$ cat src/rtl/pkt_pkg.sv
// shared types, constants and helpers of the port knock tracker
package pkt_pkg;

    // table size default and knock sequence length
    localparam int TABLE_DEPTH_DEF = 64;
    localparam int KNOCK_LEN       = 5;
    localparam int PADDR_W         = 5;
    localparam int PDATA_W         = 32;

    // register indexes on the configuration port
    localparam logic [2:0] REG_KNOCK_PORT_0 = 3'd0;
    localparam logic [2:0] REG_KNOCK_PORT_1 = 3'd1;
    localparam logic [2:0] REG_KNOCK_PORT_2 = 3'd2;
    localparam logic [2:0] REG_KNOCK_PORT_3 = 3'd3;
    localparam logic [2:0] REG_KNOCK_PORT_4 = 3'd4;
    localparam logic [2:0] REG_KNOCK_TIMEOUT = 3'd5;

    // register reset values
    localparam logic [15:0] KNOCK_PORT_0_RST  = 16'd1111;
    localparam logic [15:0] KNOCK_PORT_1_RST  = 16'd11;
    localparam logic [15:0] KNOCK_PORT_2_RST  = 16'd2222;
    localparam logic [15:0] KNOCK_PORT_3_RST  = 16'd222;
    localparam logic [15:0] KNOCK_PORT_4_RST  = 16'd22;
    localparam logic [15:0] KNOCK_TIMEOUT_RST = 16'd5;

    // outcome codes
    localparam logic [2:0] OUT_ALREADY  = 3'd0;
    localparam logic [2:0] OUT_ADVANCED = 3'd1;
    localparam logic [2:0] OUT_UNLOCKED = 3'd2;
    localparam logic [2:0] OUT_WRONG    = 3'd3;
    localparam logic [2:0] OUT_NEW      = 3'd4;
    localparam logic [2:0] OUT_FULL     = 3'd5;

    typedef logic [15:0] port_t;

    // input word
    typedef struct packed {
        logic [31:0] source_addr;
        logic [15:0] knock_port;
        logic [31:0] now_seconds;
    } in_word_t;

    // output word
    typedef struct packed {
        logic       granted;
        logic [2:0] outcome;
        logic [2:0] progress;
    } out_word_t;

    // configuration register set
    typedef struct packed {
        port_t [KNOCK_LEN-1:0] knock_port;
        logic [15:0]           knock_timeout;
    } cfg_t;

    // one table entry as stored in the ram
    typedef struct packed {
        logic [31:0] addr;
        logic [2:0]  progress;
        logic [31:0] last_time;
        logic        unlocked;
    } entry_t;

    // update decision handed back to the sequencer
    typedef struct packed {
        logic      we;
        entry_t    wentry;
        out_word_t result;
    } upd_t;

    // expected port at a given sequence position
    function automatic port_t knock_sel(input cfg_t cfg, input logic [2:0] pos);
        port_t p;
        case (pos)
            3'd0:    p = cfg.knock_port[0];
            3'd1:    p = cfg.knock_port[1];
            3'd2:    p = cfg.knock_port[2];
            3'd3:    p = cfg.knock_port[3];
            3'd4:    p = cfg.knock_port[4];
            default: p = cfg.knock_port[0];
        endcase
        return p;
    endfunction

endpackage

$ cat src/rtl/pkt_step.sv
// entry update: decides the new entry contents and the result word
module pkt_step
    import pkt_pkg::*;
(
    input  cfg_t     cfg,
    input  in_word_t item,
    input  entry_t   entry,
    input  logic     hit,
    input  logic     full,
    output upd_t     upd
);

    logic [31:0] gap;
    logic [2:0]  pos;
    logic [2:0]  pos_inc;
    logic        port_ok;
    logic        first_ok;

    // expected position, restarted on a bad stored value or a timeout
    always_comb
    begin
        gap = item.now_seconds - entry.last_time;
        if (entry.progress >= 3'(KNOCK_LEN))
        begin
            pos = 3'd0;
        end
        else
        begin
            pos = entry.progress;
        end
        if (gap > {16'b0, cfg.knock_timeout})
        begin
            pos = 3'd0;
        end
        pos_inc  = pos + 3'd1;
        port_ok  = (item.knock_port == knock_sel(cfg, pos));
        first_ok = (item.knock_port == cfg.knock_port[0]);
    end

    // update decision
    always_comb
    begin
        upd.we     = 1'b0;
        upd.wentry = entry;
        upd.result = '{granted: 1'b0, outcome: OUT_FULL, progress: 3'd0};
        if (hit)
        begin
            if (entry.unlocked)
            begin
                upd.result = '{granted: 1'b1, outcome: OUT_ALREADY, progress: 3'd0};
            end
            else if (port_ok)
            begin
                upd.we               = 1'b1;
                upd.wentry.last_time = item.now_seconds;
                if (pos_inc == 3'(KNOCK_LEN))
                begin
                    upd.wentry.unlocked = 1'b1;
                    upd.wentry.progress = 3'd0;
                    upd.result = '{granted: 1'b1, outcome: OUT_UNLOCKED, progress: 3'd0};
                end
                else
                begin
                    upd.wentry.progress = pos_inc;
                    upd.result = '{granted: 1'b0, outcome: OUT_ADVANCED, progress: pos_inc};
                end
            end
            else
            begin
                upd.we              = 1'b1;
                upd.wentry.progress = 3'd0;
                upd.result = '{granted: 1'b0, outcome: OUT_WRONG, progress: 3'd0};
            end
        end
        else if (!full)
        begin
            upd.we               = 1'b1;
            upd.wentry.addr      = item.source_addr;
            upd.wentry.progress  = first_ok ? 3'd1 : 3'd0;
            upd.wentry.last_time = item.now_seconds;
            upd.wentry.unlocked  = 1'b0;
            upd.result = '{granted: 1'b0, outcome: OUT_NEW,
                           progress: (first_ok ? 3'd1 : 3'd0)};
        end
    end

endmodule

$ cat config.mk
export PLATFORM = sky130hd
export DESIGN_NAME = pkt_step
export DESIGN_NICKNAME = d
export VERILOG_FILES = /design/src/rtl/pkt_pkg.sv /design/src/rtl/pkt_step.sv
export SDC_FILE = /design/constraint.sdc
export NUM_CORES = 1
export LEC_CHECK = 0
export ABC_CLOCK_PERIOD_IN_PS = 16660
export BUFFER_PORTS_ARGS = -buffer_cell sky130_fd_sc_hd__buf_4
export CAP_MARGIN = 20
export CORE_AREA = 2 2 124 126
export DETAILED_ROUTE_END_ITERATION = 12
export DIE_AREA = 0 0 126 128
export MAX_ROUTING_LAYER = met4
export PLACE_DENSITY = 0.8
export SLEW_MARGIN = 20
export SYNTH_ARGS = -nofsm -noshare
export SYNTH_HDL_FRONTEND = slang
export SYNTH_SLANG_ARGS = --single-unit
$ cat constraint.sdc
create_clock -name vclk -period 16.66
set_input_delay 3.332 -clock vclk [all_inputs]
set_output_delay 3.332 -clock vclk [all_outputs]
set_load 0.01 [all_outputs]
==> impl_metrics.csv <==
group,metric,value,unit
run_status,status,"finished, final reports clean",
global_route,grt_pass1_vias,6881,
timing,tightest_slew,1050,ps
global_route,track_usage,28.9,%
routing,drt_iter0_drc,698,
floorplanning,initial_utilization,36.3,%
timing,relSlewSlack,29.6,%
finish,layout-drive-gt1-share,39.9,%
routing,ant_nets,0,
global_route,gr-max-usage-layer,"met2",
synth,ys_types,82,
finish,register_area,0,um^2
global_route,grt_max_degree,34,
power_and_ir_drop,switching_share,50.9,%
timing,period_needed,14560,ps
synth,syn-cell-area,5390,um^2
global_route,overflow,0,
critical_path,cp.arrival,11220,ps
power_and_ir_drop,intPower,0.120,mW
synth,yosys_warnings,0,
critical_path,cp_slowest_cell,"nor3_1",
synth,seq_area_frac_synth,0,%
global_route,grtUsageMet1,35.3,%
synth,synth_top_area_cell,"ha_1",
clock_network,postCtsHoldBufs,0,
routing,drt_pass1_iterations,6,
critical_path,critical_path_class,"in -> out",
placement,port_buffers,322,
placement,finalWeightedCongestion,1.07,
critical_path,max_stage_delay,950,ps
hold_path,hold_depth,3,
floorplanning,pin_count,322,
timing,rsz0062_at_grt,"false",
power_and_ir_drop,pwr-share-comb,100.0,%
floorplanning,die_h,128,um
routing,route.vias.total,7192,
critical_path,cp_max_fo,32,
floorplanning,core,14900,um^2
timing,hold_slack,6970,ps
finish,areaGrowthSynthToFinish,46.8,%
power_and_ir_drop,power.share.sequential,0,%
global_route,grtUsageMet2,47.1,%
power_and_ir_drop,switching_power,0.125,mW
floorplanning,die_w,126,um
timing,tns,0,ps
routing,viasPerCell,5.85,
placement,dp_hpwl,21200,um
timing,finalHoldViolations,0,
power_and_ir_drop,vdd_drop_max,0.0146,mV
finish,clock_buffers,0,
global_route,antenna_found_initial,2,
clock_network,cts_resized,0,
power_and_ir_drop,p_clk_share,0,%
floorplanning,die_area,16100,um^2
synth,syn_inst,746,
hold_path,hp-class,"in -> out",
power_and_ir_drop,p_leak,3.91,nW
hold_path,hold_start,"entry[37]",
synth,avgSynthCellArea,7.23,um^2
floorplanning,rows,45,
critical_path,end_kind,"output pin",
synth,synthTopCellsByArea,"ha_1, mux2_2, mux2_4, a21oi_1, inv_1",
routing,wl,24400,um
global_route,grtUsageMet3,5.59,%
synth,synth.top_cell.area_share,12.3,%
timing,finalSetupViolCount,0,
critical_path,cp-start-kind,"primary input",
power_and_ir_drop,pwr_density_cell,31.0,nW/um^2
timing,slew_violations,0,
critical_path,crit_required,13330,ps
hold_path,worstHoldEndpoint,"upd[44]",
global_route,grt_first_pass_wirelength,36600,um
synth,synth_nets,1046,
finish,seq_cell_count,0,
run,cap_violations,0,
routing,route.detailed.drc,0,
timing,fin_crit_sh,87.4,%
power_and_ir_drop,p_total,0.245,mW
timing,max_freq,68.7,MHz
clock_network,post_cts_buffers,0,
routing,wire_per_inst,19.8,um
finish,nets,1342,
worst max-delay path: cells and delay by family:
kind	cells	cell delay, ps
adders and majority gates	3	1190
and+or+nand+nor	11	2550
buffers and inverters	4	730
muxes	2	660
AOI/OAI and AO/OA	11	2550
xor gates and xnor gates	1	170
cells in the mapped netlist, types with 6 or more instances:
library cell,count
xor2_1,15
mux2_4,29
and3_1,6
o21a_1,8
nand4_1,20
o211ai_1,12
o21ai_1,12
clkbuf_1,17
ha_1,53
a21oi_1,66
mux2_2,43
buf_2,7
a211oi_1,11
and2_1,10
mux2i_1,19
nand2_1,65
a21o_1,12
nand2b_1,7
nor2_1,51
nand3_1,24
nor3_1,14
a22oi_1,8
inv_1,71
xnor2_1,17
o21ai_0,25
cells by family (layout without fill, tap and decap cells):
kind of cell	Yosys count	in the layout	synth area share [%]
other	0	2	0
adder cells (fa/ha/maj)	54	54	12.7
buffers and inverters	103	397	8.05
multiplexers	94	94	21.8
AO/OA/AOI/OAI	237	237	31.0
XOR/XNOR	32	32	5.20
AND/OR/NAND/NOR	226	226	21.2
worst max path at each step:
stage                     endpoint  cells past startpoint  startpoint  slack, ps
after floorplan            upd[11]                     33     item[0]       3780
after global placement     upd[11]                     33     item[6]       2490
after detailed placement   upd[19]                     33     item[6]       2340
after CTS                  upd[19]                     33     item[6]       2300
after global routing       upd[20]                     33     item[6]       1470
final                      upd[20]                     32    item[13]       2100
metrics by stage:
step	util, %	instances	worst slack (ps)	area (um^2)
after floorplan	-	746	3780	5390
after global placement	53.2	1228	2490	7910
after detailed placement	53.2	1228	2340	7910
after CTS	53.2	1228	2300	7910
after global routing	53.2	1230	1470	7910
final	53.2	1230	2100	7910
power by group through the flow:
| stage | Combinational (mW) | Clock (mW) | Sequential, mW |
|---|---|---|---|
| CTS | 0.242 | 0 | 0 |
| detailed placement | 0.241 | 0 | 0 |
| global route | 0.266 | 0.0000000161 | 0 |
| global placement | 0.239 | 0 | 0 |
| floorplan | 0.135 | 0 | 0 |
| finish | 0.245 | 0.0000000161 | 0 |
placed cells by master, fill, tap and decap left out, types with 5 or more instances in the layout:
cell	synthesis	layout
nand3_1	24	24
mux2_2	43	43
nand2b_1	7	7
and2_1	10	10
o22ai_1	5	5
o21ai_0	25	25
nor2_1	51	50
mux2i_1	19	19
nand2_1	65	65
a221o_1	5	5
and3_1	6	6
and4_1	5	5
a21o_1	12	12
a22oi_1	8	8
a211oi_1	11	11
inv_1	71	71
mux2_4	29	29
o31ai_1	5	5
nand4_1	20	20
nor3_1	14	14
a21oi_1	66	66
buf_4	2	325
xnor2_1	17	17
o21a_1	8	8
o211ai_1	12	12
a221oi_1	5	5
xor2_1	15	15
o21ai_1	12	12
ha_1	53	53
routing by layer:
layer	wire, um	share of wire, %
met4	1090	4.5
met2	11500	47
met3	2420	9.9
met1	9400	38
met5	0	0
area by class of cell:
| class | count | area (um^2) |
|---|---|---|
| diodes | 2 | 5.00 |
| inverters | 72 | 270 |
| multi-input cells | 643 | 4960 |
| well taps | 188 | 235 |
| repair buffers | 325 | 2440 |
| fillers | 1470 | 6950 |
(Power assumes the default switching activity.)
