===== config.mk =====
export PLATFORM = sky130hd
export DESIGN_NAME = pkt_cfg
export DESIGN_NICKNAME = d
export VERILOG_FILES = /design/src/rtl/pkt_pkg.sv /design/src/rtl/pkt_cfg.sv
export SDC_FILE = /design/constraint.sdc
export NUM_CORES = 1
export LEC_CHECK = 0
export BUFFER_PORTS_ARGS = -buffer_cell sky130_fd_sc_hd__buf_2
export CORE_MARGIN = 2
export CORE_UTILIZATION = 51
export DETAILED_ROUTE_END_ITERATION = 8
export PLACE_DENSITY = 0.82
export SLEW_MARGIN = 20
export SYNTH_ARGS = -nofsm -noshare
export SYNTH_HDL_FRONTEND = slang
export SYNTH_SLANG_ARGS = --single-unit

===== constraint.sdc =====
create_clock -name clk -period 2.1 [get_ports clk]
set_input_delay 0.105 -clock clk [delete_from_list [all_inputs] [get_ports clk]]
set_output_delay 0.105 -clock clk [all_outputs]
set_load 0.03 [all_outputs]

===== src/rtl/pkt_pkg.sv =====
// shared types, constants and helpers of the port knock tracker
package pkt_pkg;

    // table size default and knock sequence length
    localparam int TABLE_DEPTH_DEF = 64;
    localparam int KNOCK_LEN       = 5;
    localparam int PADDR_W         = 5;
    localparam int PDATA_W         = 32;

    // register indexes on the configuration port
    localparam logic [2:0] REG_KNOCK_PORT_0 = 3'd0;
    localparam logic [2:0] REG_KNOCK_PORT_1 = 3'd1;
    localparam logic [2:0] REG_KNOCK_PORT_2 = 3'd2;
    localparam logic [2:0] REG_KNOCK_PORT_3 = 3'd3;
    localparam logic [2:0] REG_KNOCK_PORT_4 = 3'd4;
    localparam logic [2:0] REG_KNOCK_TIMEOUT = 3'd5;

    // register reset values
    localparam logic [15:0] KNOCK_PORT_0_RST  = 16'd1111;
    localparam logic [15:0] KNOCK_PORT_1_RST  = 16'd11;
    localparam logic [15:0] KNOCK_PORT_2_RST  = 16'd2222;
    localparam logic [15:0] KNOCK_PORT_3_RST  = 16'd222;
    localparam logic [15:0] KNOCK_PORT_4_RST  = 16'd22;
    localparam logic [15:0] KNOCK_TIMEOUT_RST = 16'd5;

    // outcome codes
    localparam logic [2:0] OUT_ALREADY  = 3'd0;
    localparam logic [2:0] OUT_ADVANCED = 3'd1;
    localparam logic [2:0] OUT_UNLOCKED = 3'd2;
    localparam logic [2:0] OUT_WRONG    = 3'd3;
    localparam logic [2:0] OUT_NEW      = 3'd4;
    localparam logic [2:0] OUT_FULL     = 3'd5;

    typedef logic [15:0] port_t;

    // input word
    typedef struct packed {
        logic [31:0] source_addr;
        logic [15:0] knock_port;
        logic [31:0] now_seconds;
    } in_word_t;

    // output word
    typedef struct packed {
        logic       granted;
        logic [2:0] outcome;
        logic [2:0] progress;
    } out_word_t;

    // configuration register set
    typedef struct packed {
        port_t [KNOCK_LEN-1:0] knock_port;
        logic [15:0]           knock_timeout;
    } cfg_t;

    // one table entry as stored in the ram
    typedef struct packed {
        logic [31:0] addr;
        logic [2:0]  progress;
        logic [31:0] last_time;
        logic        unlocked;
    } entry_t;

    // update decision handed back to the sequencer
    typedef struct packed {
        logic      we;
        entry_t    wentry;
        out_word_t result;
    } upd_t;

    // expected port at a given sequence position
    function automatic port_t knock_sel(input cfg_t cfg, input logic [2:0] pos);
        port_t p;
        case (pos)
            3'd0:    p = cfg.knock_port[0];
            3'd1:    p = cfg.knock_port[1];
            3'd2:    p = cfg.knock_port[2];
            3'd3:    p = cfg.knock_port[3];
            3'd4:    p = cfg.knock_port[4];
            default: p = cfg.knock_port[0];
        endcase
        return p;
    endfunction

endpackage


===== src/rtl/pkt_cfg.sv =====
// apb register file for the knock sequence and timeout
module pkt_cfg
    import pkt_pkg::*;
(
    input  logic               clk,
    input  logic               rst_n,
    input  logic               psel,
    input  logic               penable,
    input  logic               pwrite,
    input  logic [PADDR_W-1:0] paddr,
    input  logic [PDATA_W-1:0] pwdata,
    output logic [PDATA_W-1:0] prdata,
    output logic               pready,
    output cfg_t               cfg
);

    cfg_t       cfg_reg;
    logic [2:0] reg_idx;
    logic       wr_en;

    assign pready  = 1'b1;
    assign reg_idx = paddr[PADDR_W-1:2];
    assign wr_en   = psel && penable && pwrite && pready;
    assign cfg     = cfg_reg;

    // register writes
    always_ff @(posedge clk or negedge rst_n)
    begin
        if (!rst_n)
        begin
            cfg_reg.knock_port[0] <= KNOCK_PORT_0_RST;
            cfg_reg.knock_port[1] <= KNOCK_PORT_1_RST;
            cfg_reg.knock_port[2] <= KNOCK_PORT_2_RST;
            cfg_reg.knock_port[3] <= KNOCK_PORT_3_RST;
            cfg_reg.knock_port[4] <= KNOCK_PORT_4_RST;
            cfg_reg.knock_timeout <= KNOCK_TIMEOUT_RST;
        end
        else if (wr_en)
        begin
            case (reg_idx)
                REG_KNOCK_PORT_0:  cfg_reg.knock_port[0] <= pwdata[15:0];
                REG_KNOCK_PORT_1:  cfg_reg.knock_port[1] <= pwdata[15:0];
                REG_KNOCK_PORT_2:  cfg_reg.knock_port[2] <= pwdata[15:0];
                REG_KNOCK_PORT_3:  cfg_reg.knock_port[3] <= pwdata[15:0];
                REG_KNOCK_PORT_4:  cfg_reg.knock_port[4] <= pwdata[15:0];
                REG_KNOCK_TIMEOUT: cfg_reg.knock_timeout <= pwdata[15:0];
                default:           ;
            endcase
        end
    end

    // read mux
    always_comb
    begin
        case (reg_idx)
            REG_KNOCK_PORT_0:  prdata = {16'b0, cfg_reg.knock_port[0]};
            REG_KNOCK_PORT_1:  prdata = {16'b0, cfg_reg.knock_port[1]};
            REG_KNOCK_PORT_2:  prdata = {16'b0, cfg_reg.knock_port[2]};
            REG_KNOCK_PORT_3:  prdata = {16'b0, cfg_reg.knock_port[3]};
            REG_KNOCK_PORT_4:  prdata = {16'b0, cfg_reg.knock_port[4]};
            REG_KNOCK_TIMEOUT: prdata = {16'b0, cfg_reg.knock_timeout};
            default:           prdata = '0;
        endcase
    end

endmodule


==> results.md <==
- Status: complete, no violations
- Dpl cell area: 0.00549 mm2
- CP max-delay cell: dfstp_2
- Final nets: 526
- Clk Latency, worst-skew pair: 0.36 ns
- Pre-CTS setup slack: just under 0.5 ns
- P_sw: roughly 2300 uW
- Synth Register Bits: 96
- Max incr delay on CP: 0.56 ns
- Reg2reg start: cfg[29]
- Power share of the combinational group: a little over a third
- Clock transition at path regs: 0.10 ns
- CP max FO: 3
- Chip Width: approximately 100 um
- Final Core Density: approximately two thirds
- Yosys top cell by area: dfrtp_1
- Yosys top cell area share: between 30 and 40%
- Max_slew headroom: a little under three fifths
- Die area: about 0.010 mm2
- Wire per inst: between 15 and 20 um
- Synthesized area: 0.00468 mm2
- Detailed Route WL: roughly 12 mm
- Largest net degree at the start of global routing: 50
- Total of fill cells in the finished design: approximately 670
- Commonest non-fill, non-tap cells in the layout: buf_2 (134), mux2_2 (86), dfrtp_1 (70)
- Min-delay src: pwdata[14]
- Area growth syn-to-layout: 22.5%
- Fin. Hold Viols: 0
- Fmax: 592 MHz
- Share of power burned in registers: roughly 43%
- GPL Wtd Cong: between 0.8 and 0.9
- Number of clock buffers inserted by TritonCTS: 9
- R2R Setup Slk: around 1.3 ns
- CP Data Arrival Time: 1.58 ns
- Port Buf Inserts: about 140
- Leading cell type in the layout, fill and taps excluded: buf_2
- Slew of the pin with the lowest slew margin: around 0.65 ns
- Setup_tns: 0 ns
- CP Cell Sequence: mux2i_1, o21a_1, o221ai_1, buf_2
- HPWL after DPL: 8.17 mm
- Root buf cell: clkbuf_8
- Synth cell types: 31
- Syn_area_per_cell: roughly 14 um2
- Post_cts resized: 0
- Post-Layout Cell Count: about 600
- Pint: 3720 uW
- Share of post-route cells with drive strength above 1: between 60 and 70%
- Antenna fix cells: 0
- Critical Path Source Type: register
- # DRC: 0
- Period utilization: between 80% and 90%
- Initial Util: 53.1%
- Ranking of synthesized cells by area: dfrtp_1 (37%), mux2_2 (21%), dfstp_2 (15%)
- Via-to-Cell Ratio: roughly 5.6
- Vias: roughly 3300
- GRT overflow: 0
- Maximum buffer depth of the clock tree: 2
- Worst hold path type: in -> reg
- Clock power frac: around 23%
- Finished Cell Area: 0.00573 mm2
- Leak pwr: 0.00287 uW
- Placed Cells incl. Taps: 580
- Max FFs per register: 96
- CTS H-tree lvls: 3
- Row cnt: 34
- Vias in the first global route: between 3000 and 4000
- Clock sink total: 96
- CP Capture Type: output port
- Core Footprint: just under 0.009 mm2
- Cell depth of the worst hold path: 2
- RSZ-0062 raised after global routing: no
- Setup ws final: between 0.4 and 0.5 ns
- R2R Path End: cfg[29]
- Mapped Cells: roughly 340
- VDD IR max: 0.532 mV
- Iter 0 DRT Violations: about 130
- Cts hold-fix bufs: 1
- # setup viols final: 0
- ANT nets after route: 0
- CP required: roughly 2.0 ns
- CTS tree: yes
- First-pass GRT wire length: roughly 18 mm
- Post-CTS setup buffers: 0
- Die H: 99.8 um
- Sequential cell area fraction in the yosys report: a little over half
- Hold EP: cfg[30]
- Gr usage total: between 20% and 30%
- Worst Skew: 0 ns
- Initial antenna violation count: 0
- WS Path Type: reg -> out
- Post-layout minimum cycle time: around 1.7 ns
- DRT Pass-1 Iters: 4
- Max Cap Viol: 0
- Max-slew violation count: 0
- Switch share: around two fifths
- Power Dens Cells: approximately 1100 mW/mm2
- Yosys Warn Count: 0
- I/O pin count: around 170
- Reg2Reg Depth: 1
==> synthesized netlist by cell type, drive strengths merged <==
library cell and n:
a211o 2, a21oi 2, and3b 1, buf 31, clkbuf 7, conb 2, dfrtp 70, dfstp 26
mux2 96, mux2i 34, nand2 13, nand2b 3, nand3 10, nand3b 4, nand4 1, nand4b 1
nor2 3, nor3 1, nor3b 2, o21a 14, o21ai 4, o221ai 12, o32a 2, or3 1
==> layout make-up <==
| cell class | instances | area (um2) | area share (%) |
|---|---|---|---|
| multi-input combinational | 223 | 2060 | 35.9 |
| clock inverter | 6 | 91.3 | 1.59 |
| sequential | 96 | 2430 | 42.5 |
| tap | 108 | 135 | 2.36 |
| timing repair buffer | 154 | 873 | 15.2 |
| clock buffer | 10 | 138 | 2.40 |
==> metal layers <==
metal / wire length [um] / vias to the layer above / share of wire, % / GRT usage (%)
met5: 0 / - / 0 / 0
met1: 4900 / 1684 / 42 / 30.9
li1: - / 1498 / - / -
met4: 196 / 0 / 1.7 / 7.27
met2: 5910 / 124 / 51 / 39.6
met3: 617 / 13 / 5.3 / 4.39
==> worst max path at each step <==
stage / start / endpoint / depth (start not counted)
6_report: cfg[35] / prdata[3] / 4
5_1_grt: cfg[35] / prdata[3] / 4
4_1_cts: cfg[59] / prdata[11] / 4
3_5_place_dp: paddr[4] / cfg[75] / 5
3_3_place_gp: paddr[4] / cfg[64] / 5
2_1_floorplan: paddr[2] / prdata[1] / 6
==> worst max-delay path: cells and delay by family (launching register included) <==
| kind | cells | cell delay [ns] |
|---|---|---|
| multiplexers | 1 | 0.09 |
| flip-flops | 1 | 0.56 |
| AO/OA/AOI/OAI | 2 | 0.34 |
| buffers and inverters | 1 | 0.24 |
==> power by group through the flow <==
stage	Sequential, uW	Combinational, uW	Clock, uW
final	2580	2090	1370
after global routing	2620	2210	1470
after CTS	2570	2110	1390
after detailed placement	2600	2110	0
after global placement	2580	2070	0
after floorplan	3290	752	0
==> cell families (layout without fill, tap and decap cells) <==
kind of cell           count (synthesis)  after routing  share of synthesized area [%]
muxes                                130            130                           31.2
buffers and inverters                 38            170                           5.45
other                                  2             17                          0.160
and+or+nand+nor                       40             40                           5.24
DFF                                   96             96                           52.0
AOI/OAI and AO/OA                     36             36                           5.94
==> stage by stage <==
stage               power, uW  hold slack (ns)
floorplan                4050           -0.191
CTS                      6070           0.0270
global placement         4650            0.159
finish                   6040           0.0388
detailed placement       4710            0.173
global route             6300           0.0312
Power figures use the tool's default switching activity.
