--- src/rtl/pkt_ram.sv ---
// generic single-write, single-read ram with registered read data
module pkt_ram #(
    parameter int WIDTH = 8,
    parameter int DEPTH = 64,
    parameter int AW    = (DEPTH > 1) ? $clog2(DEPTH) : 1
) (
    input  logic             clk,
    input  logic             we,
    input  logic [AW-1:0]    waddr,
    input  logic [WIDTH-1:0] wdata,
    input  logic             re,
    input  logic [AW-1:0]    raddr,
    output logic [WIDTH-1:0] rdata
);

    logic [WIDTH-1:0] mem [DEPTH];

    // write port
    always_ff @(posedge clk)
    begin
        if (we)
        begin
            mem[waddr] <= wdata;
        end
    end

    // registered read port
    always_ff @(posedge clk)
    begin
        if (re)
        begin
            rdata <= mem[raddr];
        end
    end

endmodule

--- config.mk ---
export PLATFORM = sky130hd
export DESIGN_NAME = pkt_ram
export DESIGN_NICKNAME = d
export VERILOG_FILES = /design/src/rtl/pkt_ram.sv
export SDC_FILE = /design/constraint.sdc
export NUM_CORES = 1
export LEC_CHECK = 0
export BUFFER_PORTS_ARGS = -buffer_cell sky130_fd_sc_hd__buf_2
export CORE_MARGIN = 5
export CORE_UTILIZATION = 30
export DETAILED_ROUTE_END_ITERATION = 8
export PLACE_DENSITY = 0.54
export SLEW_MARGIN = 20
export SYNTH_ARGS = -nofsm -noshare
export SYNTH_HDL_FRONTEND = slang
export SYNTH_SLANG_ARGS = --single-unit
--- constraint.sdc ---
create_clock -name clk -period 6.1 [get_ports clk]
set_clock_uncertainty 0.15 [all_clocks]
set_input_delay 0.61 -clock clk [delete_from_list [all_inputs] [get_ports clk]]
set_output_delay 0.61 -clock clk [all_outputs]
set_load 0.01 [all_outputs]
==> results of run 1 <==
## synth_stat cells, drive strengths merged
library cell  count
o221a             2
or3               1
o2bb2ai           3
a221oi            6
nor3              7
nor2b            14
nand2b            7
o21ai             4
clkbuf           17
nor2             83
nand2            19
nand4b            1
o41ai             2
a21oi             3
edfxtp          520
a31oi             1
mux2             13
mux2i            23
mux4            126
o2111ai           3
o311ai            1
o221ai            8
a22oi             3
a2111oi           2
o32ai             2
nor4              2
nand3b            3
and2              1
nand3            13
buf              34
a211oi            4
nand4             2
o22ai             8
o21a              2
## final cells by class
type	count	area share (%)
tap	873	4.78
clock buffer	66	6.02
sequential	520	68.3
antenna	3	0.0329
clock inverter	26	0.602
timing repair buffer	47	1.34
multi-input combinational	369	18.9
## worst max-delay path, cell delays in order
cell and delay (ns):
buf_4 0.53, buf_4 0.56, mux4_2 0.38, mux2_2 0.28, o221a_2 0.28, nor3_1 0.40
o32ai_1 0.16
## metal layers
metal	global-route usage, %	share of wire [%]	vias up
li1	-	-	4036
met1	16.7	43	4926
met2	20.3	48	273
met3	2.85	6.4	72
met4	3.63	2.4	4
met5	0	0.063	-
## metrics by stage
step	power (mW)	hold WS, ns	utilization, %	setup WS [ns]
6_report	7.22	0.275	34.1	2.96
5_1_grt	7.46	0.252	34.1	2.80
3_5_place_dp	4.42	0.831	31.8	2.34
2_1_floorplan	4.26	0.559	-	3.53
4_1_cts	7.30	0.245	34.1	2.94
3_3_place_gp	4.41	0.799	31.8	2.35
## worst max path at each step
stage | end | slack [ns] | cells past startpoint
detailed placement | rdata[4] | 2.34 | 7
CTS | rdata[4] | 2.94 | 7
global placement | rdata[4] | 2.35 | 7
finish | rdata[4] | 2.96 | 7
global route | rdata[0] | 2.80 | 7
floorplan | rdata[3] | 3.53 | 7
## sequential cells by signal, summed over array words and instances, names as in the netlist
register and count:
mem 512, rdata 8
## where the power goes
part	total, mW	switching (mW)	leakage [nW]	internal, mW
sequential	3.97	0.00979	4.69	3.96
combinational	0.359	0.227	1.49	0.132
clock	2.89	1.27	0.731	1.62
## logic make-up (layout without fill, tap and decap cells)
family	Yosys count	count (layout)
flops	520	520
buf+inv	51	139
simple gates	153	153
compound gates	54	54
mux	162	162
other cells	0	3
==> qor.csv, run 1 <==
metric;value;unit
outcome;finished, final reports clean;
critPathArrivalTime;3.28;ns
drt-pass1-iter-count;5;
cts_tree;yes;
min_to;rdata[3];
post_cts_buffers;0;
hp-start;re;
fin_cells;1904;
final.setup.tns;0;ns
slew_violations;0;
regArea;15600;um^2
synth-xor-area-share;0;%
cts.sinks;520;
ir_drop;0.157;mV
initial_utilization;30.2;%
cts.repair.resized;0;
grt_first_pass_wirelength;68300;um
startpoint;raddr[2];
clock_latency;0.58;ns
multiInputGateArea;4320;um^2
pin_count;31;
synthCells;940;
via_per_inst;4.89;
relSlewSlack;31.4;%
setup_viol;0;
period_share;51.5;%
hpwl;27700;um
port_buffers;30;
syn-num-nets;963;
synth_area_leaders;edfxtp_1 77%, mux4_2 14%, nor2_1 1.5%, mux2i_1 1.1%, mux2_2 0.72%;
gp_congestion;0.728;
worstSetupPathType;in2reg;
rsz0062_at_grt;false;
core_area;67000;um^2
placed_cells;1809;
synth.area.mux_share;15.9;%
hold_depth;1;
wirelength;46100;um
synth_top_family_by_area;multiplexers;
synth.avg_cell_area;21.5;um^2
synthSimpleGateAreaFrac;3.37;%
yosysUniqueCellTypes;39;
fin_nets;1012;
cts_buffers;51;
die_y;270;um
fin_area;22800;um^2
synth_adder_area_share;0;%
worst_hold_path_type;in2reg;
gr-usage-all-layers;12.4;%
rows;95;
leakage;6.90;nW
cts_buffer_depth;3;
ctsRootBufferMaster;clkbuf_16;
fill_cells;6276;
drc;0;
rrSetupSlack;3.62;ns
layout_commonest_cell;edfxtp_1;
design.die.area;72800;um^2
hold_buffers;0;
area_growth;12.9;%
fmax;318;MHz
grt_max_degree;65;
wl_per_cell;24.2;um
finalCriticalPeriod;3.14;ns
antenna_found_initial;5;
finalHoldViolations;0;
detail-route-antenna-nets;0;
p_per_area;316;nW/um^2
vias;9311;
seq_area_frac_synth;77.1;%
worstMarginPinSlew;1.03;ns
ys_ff_latch;520;
final_cell_mix;520 x edfxtp_1, 126 x mux4_2, 83 x nor2_1;
grt_pass1_vias;9826;
placedInstanceArea;21300;um^2
r2r_start;mem[29][6];
drt_iter0_markers;886;
ys_warn_count;0;
cp.required;6.24;ns
netlist_area;20200;um^2
maxCapViolCount;0;
h-tree-depth;2;
path_max_fanout;47;
synth_top_area_share;77.1;%
cts.clk_slew.worst_paths;0.06;ns
timing.rr.end;rdata[6];
overflow;0;
setup.worst_path.end_class;flip-flop;
layout-drive-gt1-share;24.2;%
die_x;270;um
start_kind;input port;
synth-compound-area-share;2.06;%
yosysTopAreaCell;edfxtp_1;
reg2regPathDepth;5;
No activity file was read; power rests on OpenSTA's default activity.
==> inputs of run 2 (changes only) <==
--- a/config.mk
+++ b/config.mk
@@ -9,7 +9,7 @@
 export CORE_MARGIN = 5
 export CORE_UTILIZATION = 30
 export DETAILED_ROUTE_END_ITERATION = 8
-export PLACE_DENSITY = 0.54
+export PLACE_DENSITY = 0.56
 export SLEW_MARGIN = 20
 export SYNTH_ARGS = -nofsm -noshare
 export SYNTH_HDL_FRONTEND = slang
==> constraint.sdc (replaced) <==
create_clock -name clk -period 2.65 [get_ports clk]
set_clock_uncertainty 0.15 [all_clocks]
set_input_delay 0.265 -clock clk [delete_from_list [all_inputs] [get_ports clk]]
set_output_delay 0.265 -clock clk [all_outputs]
set_load 0.01 [all_outputs]
==> run 2 against run 1 <==
  * Die area stayed put
  * Worst setup slack worse by 2.7 ns
  * Cell count is 6.1% higher
  * Routed wire length is 3.4% higher
  * Sequential share of layout area is 3.2 points lower
  * Final area is 4.9% higher
  * Global-route usage is 0.45 points higher
  * Critical path type is now reg2reg
  * Register-to-register slack worse by 3.4 ns
  * Critical path depth is 2 lower
  * Combinational power grew to 2.6 times the previous value
  * Clock-buffer cell count is 4 higher
  * First-iteration DRC count is 1.8% higher
==> qor.csv, run 2 (same netlist as run 1, synthesis figures left out) <==
metric;value;unit
outcome;finished, final reports clean;
ir_drop;0.531;mV
largest_reg_flops;512;
cts.repair.resized;0;
fmax;414;MHz
cts_buffer_depth;3;
hpwl;31200;um
multiInputGateArea;4320;um^2
hold_depth;1;
detail-route-antenna-nets;0;
top_register;mem;
initial_utilization;30.2;%
cts.clk_slew.worst_paths;0.06;ns
fill_cells;6237;
grt_first_pass_wirelength;70100;um
fin_nets;1135;
grt_max_degree;65;
wirelength;47600;um
rows;95;
worst_hold_path_type;in2reg;
rsz0062_at_grt;false;
overflow;0;
setup.worst_path.end_class;flip-flop;
path_max_fanout;1;
p_per_area;702;nW/um^2
pin_count;31;
clock_latency;0.58;ns
leakage;7.60;nW
regArea;15600;um^2
start_kind;flip-flop;
cpPeakStageDelay;0.47;ns
reg2regPathDepth;5;
layout_commonest_cell;edfxtp_1;
ctsRootBufferMaster;clkbuf_16;
cp.required;2.81;ns
final_util;35.8;%
critPathArrivalTime;2.57;ns
setup_viol;0;
port_buffers;30;
vias;9927;
final_cell_mix;520 x edfxtp_1, 126 x mux4_2, 122 x buf_4;
drc;0;
slew_violations;0;
gr-usage-all-layers;12.9;%
finalHoldViolations;0;
h-tree-depth;2;
wl_per_cell;23.6;um
core_area;67000;um^2
layout-drive-gt1-share;32.4;%
cp_slowest_cell;mux4_2;
via_per_inst;4.91;
top_regs;mem (512), rdata (8);
cts_buffers;52;
period_share;91.2;%
grt_pass1_vias;10225;
finalCriticalPeriod;2.42;ns
relSlewSlack;45.5;%
cts_tree;yes;
final.setup.tns;0;ns
die_y;270;um
p_total;16.8;mW
worstPathCellList;mux4_2 > mux2_2 > o221a_2 > nor3_1 > o32ai_1;
critPathBufInv;0;
maxCapViolCount;0;
design.die.area;72800;um^2
gp_congestion;0.794;
path_depth;5;
critical_path.top_delay_family;multiplexers;
worstSetupPathType;reg2reg;
die_x;270;um
worstMarginPinSlew;0.818;ns
drt-pass1-iter-count;5;
cts.sinks;520;
antenna_found_initial;5;
area_growth;18.4;%
drt_iter0_markers;902;
-- run 2: layout make-up --
type	instances	area share (%)
flip-flops and latches	520	65.1
multi-input cells	369	18.0
repair buffers	169	5.86
clock buffers	70	5.80
well taps	873	4.56
clock inverters	18	0.606
diodes	2	0.0209
-- run 2: worst paths after layout --
kind	startpoint	to	slack, ns
worst max-delay path	mem[29][6]	rdata[6]	0.23
worst min-delay path	wdata[7]	mem[52][7]	0.05
worst max register to register	mem[29][6]	rdata[6]	0.23
worst min register to register	mem[18][0]	rdata[0]	0.80
-- run 2: stage by stage --
stage	cell area [um^2]	hold WS [ns]	std cells	worst slack, ns
floorplan	20200	0.214	940	0.429
global placement	22400	0.511	1927	-0.0890
detailed placement	22400	0.520	1927	-0.121
CTS	24000	0.00602	2019	0.243
global route	24000	0.0383	2019	0.168
finish	24000	0.0483	2021	0.232
-- run 2: per-layer routing --
| layer | share of wire, % | GRT usage [%] |
|---|---|---|
| met4 | 1.7 | 2.80 |
| met2 | 48 | 20.9 |
| met5 | 0.099 | 0 |
| met1 | 45 | 17.9 |
| met3 | 5.4 | 2.90 |
-- run 2: power by group --
group | internal [mW] | leakage [nW] | switching, mW
registers | 9.12 | 4.69 | 0.0244
clock network | 3.85 | 0.743 | 2.91
logic | 0.388 | 2.18 | 0.541
-- run 2: what timing repair did --
| action | in CTS | in global routing |
|---|---|---|
| buffers inserted | 0 | 0 |
| setup endpoints to repair | 0 | 0 |
| endpoints found under the hold margin | 19 | 0 |
| hold buffers | 4 | 0 |
==> inputs of run 3 (changes only) <==
--- a/config.mk
+++ b/config.mk
@@ -6,9 +6,12 @@
 export NUM_CORES = 1
 export LEC_CHECK = 0
 export BUFFER_PORTS_ARGS = -buffer_cell sky130_fd_sc_hd__buf_2
+export CAP_MARGIN = 15
 export CORE_MARGIN = 5
 export CORE_UTILIZATION = 30
+export CTS_BUF_LIST = sky130_fd_sc_hd__clkbuf_2
 export DETAILED_ROUTE_END_ITERATION = 8
+export GPL_TIMING_DRIVEN = 1
 export PLACE_DENSITY = 0.56
 export SLEW_MARGIN = 20
 export SYNTH_ARGS = -nofsm -noshare
==> run 3 against run 2 <==
  * Worst setup slack worse by 0.17 ns
  * Via count increased by 5.9%
  * Routed wire length up 2.2%
  * Combinational power rose by 5.1%
  * Sequential share of layout area hardly changed
  * Die area did not move
  * Core utilization barely moved
  * Clock power is 26% lower
  * Global-route usage increased by 0.39 points
  * Highest routed layer unchanged
  * Non-clock buffer count grew 40
==> qor.csv, run 3 (same netlist as run 1, synthesis figures left out) <==
metric;value;unit
worstMarginPinSlew;0.843;ns
wirelength;48700;um
worstSetupPathType;in2reg;
vias;10512;
gr-usage-all-layers;13.3;%
overflow;0;
hold_depth;5;
drt_iter0_markers;751;
period_share;97.5;%
reg2regPathDepth;5;
grt_first_pass_wirelength;72100;um
critPathBufInv;6;
fin_area;24000;um^2
gp_congestion;0.794;
cp.required;3.30;ns
finalCriticalPeriod;2.58;ns
cp_slowest_cell;dlygate4sd3_1;
cpPeakStageDelay;0.65;ns
via_per_inst;4.77;
place_ws;-0.121;ns
port_buffers;30;
cts.sinks;520;
rsz0062_at_grt;false;
clock_latency;1.11;ns
hp-start;raddr[0];
fin_nets;1244;
cts.clk_slew.worst_paths;0.10;ns
top_register;mem;
drc;0;
hpwl;31200;um
ir_drop;0.258;mV
pin_count;31;
design.die.area;72800;um^2
wl_per_cell;22.1;um
setup.worst_path.end_class;flip-flop;
start_kind;input port;
final_util;35.7;%
placedInstanceArea;22400;um^2
crit_top_cell;dlygate4sd3_1;
outcome;finished, final reports clean;
grt_pass1_vias;10949;
cts.repair.resized;0;
drt-pass1-iter-count;6;
die_y;270;um
r2r_start;mem[55][4];
path_max_fanout;7;
hold_slack;0.119;ns
core_area;67000;um^2
slew_violations;0;
critPathArrivalTime;3.23;ns
critical_path.top_delay_family;buffers and inverters;
die_x;270;um
p_total;15.1;mW
antenna_found_initial;5;
h-tree-depth;3;
worstPathCellList;dlygate4sd3_1 > buf_2 > dlygate4sd3_1 > nand4_1 > dlygate4sd3_1 > nor2_1 > dlygate4sd3_1 > buf_4;
rows;95;
cts_buffers;121;
worst_hold_path_type;in2reg;
top_regs;mem (512), rdata (8);
post_cts_buffers;0;
grt_max_degree;65;
area_growth;18.3;%
cts_tree;yes;
ctsRootBufferMaster;clkbuf_2;
layout_commonest_cell;edfxtp_1;
cts_buffer_depth;3;
relSlewSlack;43.6;%
layout-drive-gt1-share;37.6;%
min_to;rdata[3];
leakage;7.88;nW
finalHoldViolations;0;
rrSetupSlack;0.08;ns
initial_utilization;30.2;%
final_cell_mix;520 x edfxtp_1, 179 x clkbuf_2, 126 x mux4_2;
detail-route-antenna-nets;0;
layout_setup_ws;0.0666;ns
setup_viol;0;
timing.rr.end;rdata[4];
largest_reg_flops;512;
fmax;387;MHz
maxCapViolCount;0;
p_per_area;630;nW/um^2
## run 3: what timing repair did
item / 4_1_cts / 5_1_grt
hold endpoints to repair: 1040 / 0
setup endpoints to repair: 0 / 0
hold buffers: 44 / 0
## run 3: worst register-to-register path: cells and delay by family, from the launching register on
| kind | cells | cell delay [ns] |
|---|---|---|
| compound gates | 1 | 0.08 |
| buf+inv | 1 | 0.56 |
| flops | 1 | 0.37 |
| mux | 2 | 1.04 |
| simple gates | 1 | 0.11 |
## run 3: layer usage
layer	GRT usage, %	up-vias	routed length [um]
met4	4.16	2	923
li1	-	4607	-
met3	3.14	72	3060
met2	21.4	351	23600
met5	0	-	13
met1	17.9	5480	21100
## run 3: worst max-delay path by stage
stage	start	to	depth (start not counted)
2_1_floorplan	raddr[1]	rdata[3]	7
3_3_place_gp	raddr[0]	rdata[4]	7
3_5_place_dp	raddr[0]	rdata[4]	7
4_1_cts	mem[55][4]	rdata[4]	5
5_1_grt	mem[55][4]	rdata[4]	5
6_report	waddr[0]	mem[53][5]	8
## run 3: final cells by class
class / instances / area [um^2]
diodes: 7 / 17.5
clock buffers: 179 / 896
clock inverters: 46 / 210
fillers: 6362 / 43100
multi-input cells: 369 / 4320
flip-flops and latches: 520 / 15600
well taps: 873 / 1090
repair buffers: 209 / 1810
## run 3: stage by stage
stage | TNS (ns) | cells
after floorplan | 0 | 940
after global placement | -0.119 | 1927
after detailed placement | -0.224 | 1927
after CTS | 0 | 2196
after global routing | 0 | 2201
final | 0 | 2203
## run 3: power breakdown
part / internal, mW / leakage, nW / switching [mW] / total [mW]
logic: 0.423 / 2.34 / 0.553 / 0.976
clock network: 1.92 / 0.855 / 3.07 / 4.98
registers: 9.11 / 4.69 / 0.0241 / 9.13
total: 11.4 / 7.88 / 3.64 / 15.1
